==> config.mk <==
export PLATFORM = sky130hd
export DESIGN_NAME = graph_m_coloring_check
export DESIGN_NICKNAME = d
export VERILOG_FILES = /design/src/sv/gmc_pkg.sv /design/src/sv/graph_m_coloring_check.sv /design/src/sv/gmc_dp.sv /design/src/sv/gmc_ctrl.sv
export SDC_FILE = /design/constraint.sdc
export NUM_CORES = 1
export LEC_CHECK = 0
export BUFFER_PORTS_ARGS = -buffer_cell sky130_fd_sc_hd__buf_2
export CAP_MARGIN = 5
export CORE_MARGIN = 8
export CORE_UTILIZATION = 58
export CTS_BUF_LIST = sky130_fd_sc_hd__clkbuf_4 sky130_fd_sc_hd__clkbuf_8
export CTS_CLUSTER_SIZE = 20
export DETAILED_ROUTE_END_ITERATION = 8
export PLACE_DENSITY = 0.74
export SETUP_SLACK_MARGIN = 0.4
export SLEW_MARGIN = 40
export SYNTH_ARGS = -nofsm -noshare
export SYNTH_HDL_FRONTEND = slang
export SYNTH_HIERARCHICAL = 1
export SYNTH_SLANG_ARGS = --single-unit
export TNS_END_PERCENT = 20
==> constraint.sdc <==
create_clock -name clk -period 6.6 [get_ports clk]
set_input_delay 0.33 -clock clk [delete_from_list [all_inputs] [get_ports clk]]
set_output_delay 0.33 -clock clk [all_outputs]
set_load 0.005 [all_outputs]
==> src/sv/gmc_pkg.sv <==
// Package of the graph coloring block: field widths, codes and the
// controller to datapath command and status types. No dependencies.
`timescale 1ns / 1ps
`default_nettype none

package gmc_pkg;

  localparam int IDX_W   = 4;
  localparam int ROW_W   = 16;
  localparam int CFG_W   = 5;
  localparam int COLOR_W = 5;
  localparam int TRY_W   = 6;

  localparam logic ACT_LOAD  = 1'b0;
  localparam logic ACT_SOLVE = 1'b1;

  localparam logic CFG_NODE_COUNT  = 1'b0;
  localparam logic CFG_COLOR_COUNT = 1'b1;

  typedef enum logic {
    ST_IDLE,
    ST_SEARCH
  } state_t;

  typedef struct packed {
    logic load;
    logic start;
    logic step;
    logic finish;
  } cmd_t;

  typedef struct packed {
    logic concluded;
    logic found;
    logic out_full;
  } sts_t;

endpackage

`default_nettype wire

==> src/sv/graph_m_coloring_check.sv <==
// Top level of the graph coloring block: joins the controller and the
// datapath. Uses gmc_pkg, gmc_ctrl and gmc_dp.
//
//   Port group   Direction  Beat contents
//   in_          in         action, row_index, row_bits
//   out_         out        colorable
//   cfg_         in         register index and write data
//
// A row load is written when its beat is accepted. A solve has a start step,
// a search step for every color trial or backtrack, and a finish step: the
// search checks one node and one color per cycle against all lower nodes.
// Reset is synchronous and clears the controller, the counts and the output valid flag.
// Input beats stall while a search runs; a held result does not block loads.
`timescale 1ns / 1ps
`default_nettype none

module graph_m_coloring_check #(
  parameter int MAX_NODES = 16
) (
  input  wire logic                      clk,
  input  wire logic                      rst_n,
  input  wire logic                      cfg_we,
  input  wire logic                      cfg_index,
  input  wire logic [gmc_pkg::CFG_W-1:0] cfg_wdata,
  input  wire logic                      in_valid,
  output logic                           in_stall,
  input  wire logic                      in_action,
  input  wire logic [gmc_pkg::IDX_W-1:0] in_row_index,
  input  wire logic [gmc_pkg::ROW_W-1:0] in_row_bits,
  output logic                           out_valid,
  input  wire logic                      out_stall,
  output logic                           out_colorable
);

  gmc_pkg::cmd_t cmd;
  gmc_pkg::sts_t sts;

  gmc_ctrl u_ctrl (
    .clk       (clk),
    .rst_n     (rst_n),
    .in_valid  (in_valid),
    .in_action (in_action),
    .out_stall (out_stall),
    .sts       (sts),
    .cmd       (cmd),
    .in_stall  (in_stall)
  );

  gmc_dp #(
    .MAX_NODES (MAX_NODES)
  ) u_dp (
    .clk           (clk),
    .rst_n         (rst_n),
    .cfg_we        (cfg_we),
    .cfg_index     (cfg_index),
    .cfg_wdata     (cfg_wdata),
    .in_row_index  (in_row_index),
    .in_row_bits   (in_row_bits),
    .out_stall     (out_stall),
    .cmd           (cmd),
    .sts           (sts),
    .out_valid     (out_valid),
    .out_colorable (out_colorable)
  );

endmodule

`default_nettype wire

==> src/sv/gmc_dp.sv <==
// Datapath of the graph coloring block: configuration, adjacency rows,
// node colors, search position and the result register. Uses gmc_pkg.
`timescale 1ns / 1ps
`default_nettype none

module gmc_dp #(
  parameter int MAX_NODES = 16
) (
  input  wire logic                      clk,
  input  wire logic                      rst_n,
  input  wire logic                      cfg_we,
  input  wire logic                      cfg_index,
  input  wire logic [gmc_pkg::CFG_W-1:0] cfg_wdata,
  input  wire logic [gmc_pkg::IDX_W-1:0] in_row_index,
  input  wire logic [gmc_pkg::ROW_W-1:0] in_row_bits,
  input  wire logic                      out_stall,
  input  wire gmc_pkg::cmd_t             cmd,
  output gmc_pkg::sts_t                  sts,
  output logic                           out_valid,
  output logic                           out_colorable
);

  localparam int NODES = (MAX_NODES < 31) ? MAX_NODES : 31;
  localparam int ROWS  = (MAX_NODES < 16) ? MAX_NODES : 16;
  localparam int NIW   = $clog2(NODES);
  localparam int CNT_W = $clog2(NODES + 1);
  localparam int RIW   = $clog2(ROWS);

  logic [gmc_pkg::CFG_W-1:0]   node_count_r;
  logic [gmc_pkg::CFG_W-1:0]   color_count_r;
  logic [gmc_pkg::ROW_W-1:0]   adj_mem [ROWS];
  logic [gmc_pkg::COLOR_W-1:0] color_r [NODES];
  logic [NODES-1:0]            raised_r;
  logic [CNT_W-1:0]            n_r;
  logic [gmc_pkg::COLOR_W-1:0] m_r;
  logic [CNT_W-1:0]            node_r;
  logic [gmc_pkg::TRY_W-1:0]   try_r;
  logic [gmc_pkg::COLOR_W-1:0] maxc_r;
  logic                        out_valid_r;
  logic                        colorable_r;

  logic [CNT_W-1:0]            n_start;
  logic [gmc_pkg::COLOR_W-1:0] m_start;
  logic [CNT_W-1:0]            node_dec;
  logic [NIW-1:0]              node_idx;
  logic [NIW-1:0]              prev_idx;
  logic [4:0]                  node5;
  logic [3:0]                  col;
  logic                        col_ok;
  logic [gmc_pkg::TRY_W-1:0]   inc;
  logic [gmc_pkg::TRY_W-1:0]   lim;
  logic                        over;
  logic                        conflict;
  logic                        found;

  always_comb begin
    if (int'(node_count_r) > NODES) begin
      n_start = CNT_W'(NODES);
    end else begin
      n_start = CNT_W'(node_count_r);
    end
    if (color_count_r > gmc_pkg::COLOR_W'(n_start)) begin
      m_start = gmc_pkg::COLOR_W'(n_start);
    end else begin
      m_start = color_count_r;
    end
  end

  assign node_dec = node_r - CNT_W'(1);
  assign node_idx = node_r[NIW-1:0];
  assign prev_idx = node_dec[NIW-1:0];
  assign node5    = 5'(node_r);
  assign col_ok   = !node5[4];
  assign col      = node5[3:0];
  assign inc      = {1'b0, maxc_r} + gmc_pkg::TRY_W'(1);
  assign lim      = (inc < {1'b0, m_r}) ? inc : {1'b0, m_r};
  assign over     = try_r > lim;
  assign found    = node_r == n_r;

  // A trial color clashes when a lower node with an edge into this node holds it.
  // Nodes at and above the current one hold color zero, which never matches.
  always_comb begin
    conflict = 1'b0;
    for (int k = 0; k < ROWS; k++) begin
      if (col_ok && adj_mem[k][col] && ({1'b0, color_r[k]} == try_r)) begin
        conflict = 1'b1;
      end
    end
  end

  assign sts.found     = found;
  assign sts.concluded = found || (over && (node_r == '0));
  assign sts.out_full  = out_valid_r;

  always_ff @(posedge clk) begin
    if (!rst_n) begin
      node_count_r  <= '0;
      color_count_r <= '0;
    end else if (cfg_we) begin
      unique case (cfg_index)
        gmc_pkg::CFG_NODE_COUNT:  node_count_r  <= cfg_wdata;
        gmc_pkg::CFG_COLOR_COUNT: color_count_r <= cfg_wdata;
      endcase
    end
  end

  always_ff @(posedge clk) begin
    if (cmd.load && (5'(in_row_index) < 5'(ROWS))) begin
      adj_mem[in_row_index[RIW-1:0]] <= in_row_bits;
    end
  end

  always_ff @(posedge clk) begin
    if (cmd.start) begin
      for (int k = 0; k < NODES; k++) begin
        color_r[k] <= '0;
      end
      raised_r <= '0;
      n_r      <= n_start;
      m_r      <= m_start;
      node_r   <= '0;
      try_r    <= gmc_pkg::TRY_W'(1);
      maxc_r   <= '0;
    end else if (cmd.step) begin
      if (over) begin
        node_r             <= node_dec;
        try_r              <= {1'b0, color_r[prev_idx]} + gmc_pkg::TRY_W'(1);
        color_r[prev_idx]  <= '0;
        raised_r[prev_idx] <= 1'b0;
        if (raised_r[prev_idx]) begin
          maxc_r <= maxc_r - gmc_pkg::COLOR_W'(1);
        end
      end else if (conflict) begin
        try_r <= try_r + gmc_pkg::TRY_W'(1);
      end else begin
        color_r[node_idx]  <= try_r[gmc_pkg::COLOR_W-1:0];
        raised_r[node_idx] <= try_r[gmc_pkg::COLOR_W-1:0] > maxc_r;
        if (try_r[gmc_pkg::COLOR_W-1:0] > maxc_r) begin
          maxc_r <= try_r[gmc_pkg::COLOR_W-1:0];
        end
        node_r <= node_r + CNT_W'(1);
        try_r  <= gmc_pkg::TRY_W'(1);
      end
    end
  end

  always_ff @(posedge clk) begin
    if (!rst_n) begin
      out_valid_r <= 1'b0;
    end else if (cmd.finish) begin
      out_valid_r <= 1'b1;
    end else if (!out_stall) begin
      out_valid_r <= 1'b0;
    end
  end

  always_ff @(posedge clk) begin
    if (cmd.finish) begin
      colorable_r <= found;
    end
  end

  assign out_valid     = out_valid_r;
  assign out_colorable = colorable_r;

endmodule

`default_nettype wire

==> src/sv/gmc_ctrl.sv <==
// Controller of the graph coloring block: accepts beats, starts and steps
// the search and hands the answer to the output register. Uses gmc_pkg.
`timescale 1ns / 1ps
`default_nettype none

module gmc_ctrl (
  input  wire logic          clk,
  input  wire logic          rst_n,
  input  wire logic          in_valid,
  input  wire logic          in_action,
  input  wire logic          out_stall,
  input  wire gmc_pkg::sts_t sts,
  output gmc_pkg::cmd_t      cmd,
  output logic               in_stall
);

  gmc_pkg::state_t state_r;
  gmc_pkg::state_t state_nxt;

  always_ff @(posedge clk) begin
    if (!rst_n) begin
      state_r <= gmc_pkg::ST_IDLE;
    end else begin
      state_r <= state_nxt;
    end
  end

  always_comb begin
    state_nxt = state_r;
    cmd       = '0;
    in_stall  = 1'b1;
    unique case (state_r)
      gmc_pkg::ST_IDLE: begin
        in_stall = 1'b0;
        if (in_valid) begin
          if (in_action == gmc_pkg::ACT_SOLVE) begin
            cmd.start = 1'b1;
            state_nxt = gmc_pkg::ST_SEARCH;
          end else begin
            cmd.load = 1'b1;
          end
        end
      end
      gmc_pkg::ST_SEARCH: begin
        if (sts.concluded) begin
          if (!sts.out_full || !out_stall) begin
            cmd.finish = 1'b1;
            state_nxt  = gmc_pkg::ST_IDLE;
          end
        end else begin
          cmd.step = 1'b1;
        end
      end
    endcase
  end

endmodule

`default_nettype wire

==> results of run 1 <==
==> cell usage in the layout (no fill, tap or decap), types with 32 or more instances in the layout <==
cell      instances
a21oi_1          38
and3_1           87
buf_2            34
buf_4            39
clkbuf_8         71
dfxtp_1          39
edfxtp_1        347
mux2i_1          67
mux4_2           64
nand2_1          45
nand3_1          40
nor2_1           32
o21ai_0          40
xnor2_1          55
xor2_1           41
==> how the worst min path moves through the flow <==
| stage | startpoint | to | slack [ns] |
|---|---|---|---|
| after floorplan | in_row_bits[0] | u_dp/adj_mem[0][0] | 0.43 |
| after global placement | u_dp/color_count_r[0] | u_dp/color_count_r[0] | 0.46 |
| after detailed placement | u_dp/color_count_r[0] | u_dp/color_count_r[0] | 0.47 |
| after CTS | cfg_wdata[3] | u_dp/node_count_r[3] | 0.01 |
| after global routing | cfg_wdata[3] | u_dp/node_count_r[3] | 0.04 |
| final | cfg_wdata[3] | u_dp/color_count_r[3] | 0.04 |
==> stage by stage <==
stage	total power, mW	worst slack, ns	hold WS (ns)	instances
2_1_floorplan	5.458	0.9267	0.4289	1310
3_5_place_dp	6.400	0.8224	0.4679	1686
6_report	8.592	0.7561	0.03725	1811
5_1_grt	8.988	0.3979	0.03507	1811
4_1_cts	8.536	0.7949	0.009717	1810
3_3_place_gp	6.352	0.6745	0.4567	1686
==> flip-flops by register name (all words and copies together), names as in the netlist <==
register            count
u_dp/adj_mem          256
u_dp/color_r           80
u_dp/raised_r          16
u_dp/try_r              6
u_dp/color_count_r      5
u_dp/m_r                5
u_dp/maxc_r             5
u_dp/n_r                5
u_dp/node5              5
u_dp/node_count_r       5
u_ctrl/state_r          1
u_dp/out_colorable      1
u_dp/out_valid          1
==> power by group <==
group / switching (mW) / internal, mW / leakage (nW) / total [mW]
Sequential: 0.235 / 2.84 / 3.54 / 3.07
Combinational: 2.07 / 1.31 / 3.10 / 3.38
Clock: 0.967 / 1.17 / 0.712 / 2.14
==> cell type report <==
cell class | count | area [um^2]
clock inverters | 27 | 187.7
multi-input cells | 798 | 6903
flip-flops and latches | 391 | 11310
repair buffers | 78 | 523.0
well taps | 402 | 503.0
fillers | 2213 | 10980
clock buffers | 93 | 1142
inverters | 22 | 82.58
==> routing by layer <==
layer  share of wire (%)  wire (um)
met4                 1.9        846
met5                   0          0
met1                  42      18950
met3                 8.3       3774
met2                  48      22030
==> what timing repair did <==
action,in CTS,in global routing
hold buffers,4,0
setup endpoints to repair,0,10
hold endpoints to repair,4,0
resized for setup,0,1
==> tightest hold or removal path, cell delays in order <==
cell      delay (ns)
buf_2           0.10
nand3_1         0.06
a21boi_0        0.07
==> impl_metrics.ini, run 1 <==
[floorplan]
initial_core_util_pct = 58.93
coreArea_mm2 = 0.03164
die_x_um = 195.3
dieArea_mm2 = 0.03814
boundaryPins = 35
num_rows = 65
fp.dieH_um = 195.3

[drt]
dr.first_iter.drc_count = 1431
drt-wirelength-per-cell_um = 25.18
vias = 11740
drtPass1Iterations = 7
finalWirelength_um = 45600
detail-route-antenna-nets = 0
via_per_inst = 6.484
drc = 0

[global_routing]
globalRouteMet1Util_pct = 32.35
grt_pass1_vias = 11570
grt_pass1_wl_um = 69750
antenna_found_initial = 0
grtUsageMet3_pct = 4.900
met2_usage_pct = 38.40
busiest_layer = met2
grt_max_degree = 56
grtUsageTotal_pct = 23.81
gr-total-overflow = 0

[yosys]
synth_area_mm2 = 0.01864
synthesis.instances = 1310
syn-num-nets = 1371
ys.warnings.count = 6
avgSynthCellArea_um2 = 14.23

[layout]
finalInstanceArea_mm2 = 0.02065
final_net_count = 1418
postLayoutCoreUtil_pct = 65.28
drive_above_1_share_pct = 21.15
antennaDiodeCount = 0
syn_to_final_growth_pct = 10.79

[critical_path]
r2r-end = u_dp/color_r[2][1]
slowest_delay_ns = 0.61
path_cells = inv_1, ha_1, ha_1, a21o_1, a21oi_1, nor2b_1, o21ai_0, o311ai_2, mux2i_1, ha_1, nor2b_1, o21a_1, o211ai_1, a31oi_2, a41o_1, nor2b_1, buf_4, inv_1, nor4b_2, buf_4, nand3_1, nand3_1, a31o_2
crit_path_start = u_dp/maxc_r[0]
r2r-start = u_dp/maxc_r[0]
crit_buf_inv = 4
path_delay_family = compound AO/OA/AOI/OAI gates
crit_type = flop to flop
required_ns = 6.88
worst-path-stages = 23
critical_path.max_fanout = 24
crit_arrival_ns = 6.13
ff2ff_setup_slack_ns = 0.76
end_kind = flop
reg2reg_depth = 23
critPathLaunchType = flop
endpoint = u_dp/color_r[2][1]
slowest_stage = nand3_1

[clock_tree]
post_cts_buffers = 0
numCtsBuffers = 66
path_clk_slew_ns = 0.07
clk_latency_ns = 0.59
cts.sinks = 391
clock-root-buffer = clkbuf_8
htreeDepth = 3
clockBufferDepth = 3
cts_tree = done

[placed_design]
hpwlAfterDp_um = 28800
dpl_cell_area_mm2 = 0.01923
numPortBuffers = 34
place_congestion = 0.8707

[sta]
maxSlewHeadroom_pct = 41.73
worst_pin_slew_ns = 0.8520
drv_slew = 0
rsz0062_at_grt = true
period_share_pct = 88.54
setup_tns_ns = 0
timing.final.crit_period_ns = 5.844
setup_viol = 0
hold_viol = 0
clock_skew_ns = 0.03473
fmax_mhz = 171.1

[hold_path]
hold_class = primary input to flop
worstHoldPathCells = 3

[power]
vdd_drop_max_uv = 287.0
p_leak_nw = 7.357
powerDensity_mw_per_mm2 = 416.0

[status]
outcome = complete, no violations

[flow_run]
max-cap-violations = 0
Note: power is estimated with default switching activity, not from simulation.
==> inputs of run 2 (changes only) <==
CORE_UTILIZATION = 35   (was 58)
PLACE_DENSITY = unset   (was 0.74)
clock period = 5.8 ns   (was 6.6 ns; I/O delays follow)
==> run 2 against run 1 <==
Net effect:
- register-to-register slack worse by 0.09 ns
- largest cell class unchanged
- non-clock buffer count grew 35
- critical endpoint is now u_dp/color_r[6][2]
- final area is 3.4% higher
==> impl_metrics.ini, run 2 (synthesized netlist as in run 1, its figures left out) <==
[drt]
dr.first_iter.drc_count = 1032
drc = 0
finalWirelength_um = 49400
detail-route-antenna-nets = 0
vias = 11810
via_per_inst = 5.556
drtPass1Iterations = 7
drt-wirelength-per-cell_um = 23.23

[power]
comb_power_share_pct = 42.3
p_int_mw = 6.114
clockPowerShare_pct = 23.1
switching_share_pct = 39.17
pwr-share-seq_pct = 34.6
p_leak_nw = 7.528
powerDensity_mw_per_mm2 = 470.6
switchingPower_mw = 3.937
vdd_drop_max_uv = 292.0

[floorplan]
initial_core_util_pct = 35.41
fp.dieH_um = 246.8
die_x_um = 246.8
dieArea_mm2 = 0.06091
num_rows = 84
boundaryPins = 35
coreArea_mm2 = 0.05266

[critical_path]
path_cells = inv_1, ha_1, ha_1, a21o_1, a21oi_1, nor2b_1, o21ai_2, o311ai_4, mux2i_1, ha_1, nor2b_1, o21a_1, o211ai_1, a31oi_4, a41o_1, nor2b_2, nand4b_1, buf_4, o21ai_4, mux2_2, a31o_2
crit_type = flop to flop
path_common_cell = ha_1
crit_arrival_ns = 5.51
required_ns = 6.17
slowest_stage = mux2_2
critPathLaunchType = flop
slowest_delay_ns = 0.48
end_kind = flop
critical_path.max_fanout = 9

[layout]
fillCellCount = 4828
finalInstanceArea_mm2 = 0.02136
drive_above_1_share_pct = 21.84
syn_to_final_growth_pct = 14.56
mostFrequentLayoutCells = edfxtp_1 (347), and3_1 (87), mux2i_1 (67), mux4_2 (64), clkbuf_8 (60)
final_common_cell = edfxtp_1
seq_area_mm2 = 0.01131
largest_reg_flops = 256
antennaDiodeCount = 0
final_net_count = 1449
multi_input_area_mm2 = 0.007000

[sta]
period_share_pct = 88.55
setup_slack_ns = 0.6638
rsz0062_at_grt = true
setup_viol = 0
hold_viol = 0
fmax_mhz = 194.7
hold_slack_ns = 0.1199
timing.final.crit_period_ns = 5.136
maxSlewHeadroom_pct = 39.66
worst_pin_slew_ns = 0.9017
setup_tns_ns = 0
drv_slew = 0
clock_skew_ns = 0.03205

[global_routing]
busiest_layer = met2
grtUsageMet3_pct = 2.482
met2_usage_pct = 24.70
grt_max_degree = 66
gr-total-overflow = 0
grt_pass1_wl_um = 73880
globalRouteMet1Util_pct = 22.51
antenna_found_initial = 0
grtUsageTotal_pct = 15.76
grt_pass1_vias = 11620

[clock_tree]
clock-root-buffer = clkbuf_8
clk_latency_ns = 0.66
numCtsBuffers = 60
cts_tree = done
clockBufferDepth = 3
htreeDepth = 2
cts.sinks = 391
path_clk_slew_ns = 0.06

[status]
outcome = complete, no violations

[placed_design]
hpwlAfterDp_um = 30220
place_congestion = 0.8617
post-place-ws_ns = 0.2054
dpl_cell_area_mm2 = 0.01974
numPortBuffers = 34

[hold_path]
hold_class = primary input to flop

[flow_run]
max-cap-violations = 0
run 2: repair_timing:
action                                 in CTS  in global routing
buffers inserted                            7                  4
cloned                                      0                  2
pin swaps                                   5                  3
hold buffers                               16                  0
resized for setup                           6                 12
endpoints found under the hold margin      12                  0
setup endpoints to repair                 139                165
run 2: final timing paths:
kind                     start                  end  slack, ns  depth (start not counted)
max             u_dp/maxc_r[1]   u_dp/color_r[6][2]       0.66                         21
min            in_row_bits[13]  u_dp/adj_mem[4][13]       0.12                          1
max reg2reg     u_dp/maxc_r[1]   u_dp/color_r[6][2]       0.66                         21
min reg2reg  u_dp/raised_r[11]    u_dp/raised_r[11]       0.48                          2
run 2: cell type report:
class / count / share of cell area [%]
clock buffers: 85 / 4.745
clock inverters: 27 / 0.9081
inverters: 22 / 0.3867
multi-input cells: 800 / 32.78
flip-flops and latches: 391 / 52.96
well taps: 688 / 4.031
repair buffers: 113 / 4.189
run 2: critical path, delay by kind of cell, from the launching register on:
| family | cells | cell delay (ns) |
|---|---|---|
| multiplexers | 2 | 0.64 |
| buffers and inverters | 2 | 0.31 |
| AND/OR/NAND/NOR | 4 | 0.61 |
| adder cells (fa/ha/maj) | 3 | 0.89 |
| AO/OA/AOI/OAI | 10 | 2.06 |
| flip-flops | 1 | 0.36 |
run 2: power groups by stage:
stage | registers [mW] | clock network [mW] | logic, mW
floorplan | 3.34 | 0 | 2.90
global placement | 3.54 | 0 | 3.91
detailed placement | 3.54 | 0 | 3.93
CTS | 3.48 | 2.38 | 4.02
global route | 3.51 | 2.49 | 4.50
finish | 3.48 | 2.32 | 4.25
run 2: layer usage:
metal  wire length [um]  vias up
li1                   -     5280
met4               1200        0
met2              22870      478
met5                  0        -
met1              22150     5972
met3               3173       82
run 2: per-stage QoR:
step	std cells	utilization, %	total power [mW]
6_report	2126	40.56	10.05
5_1_grt	2126	40.56	10.50
4_1_cts	2119	40.28	9.883
3_5_place_dp	1984	37.48	7.474
3_3_place_gp	1984	37.43	7.446
2_1_floorplan	1310	-	6.247
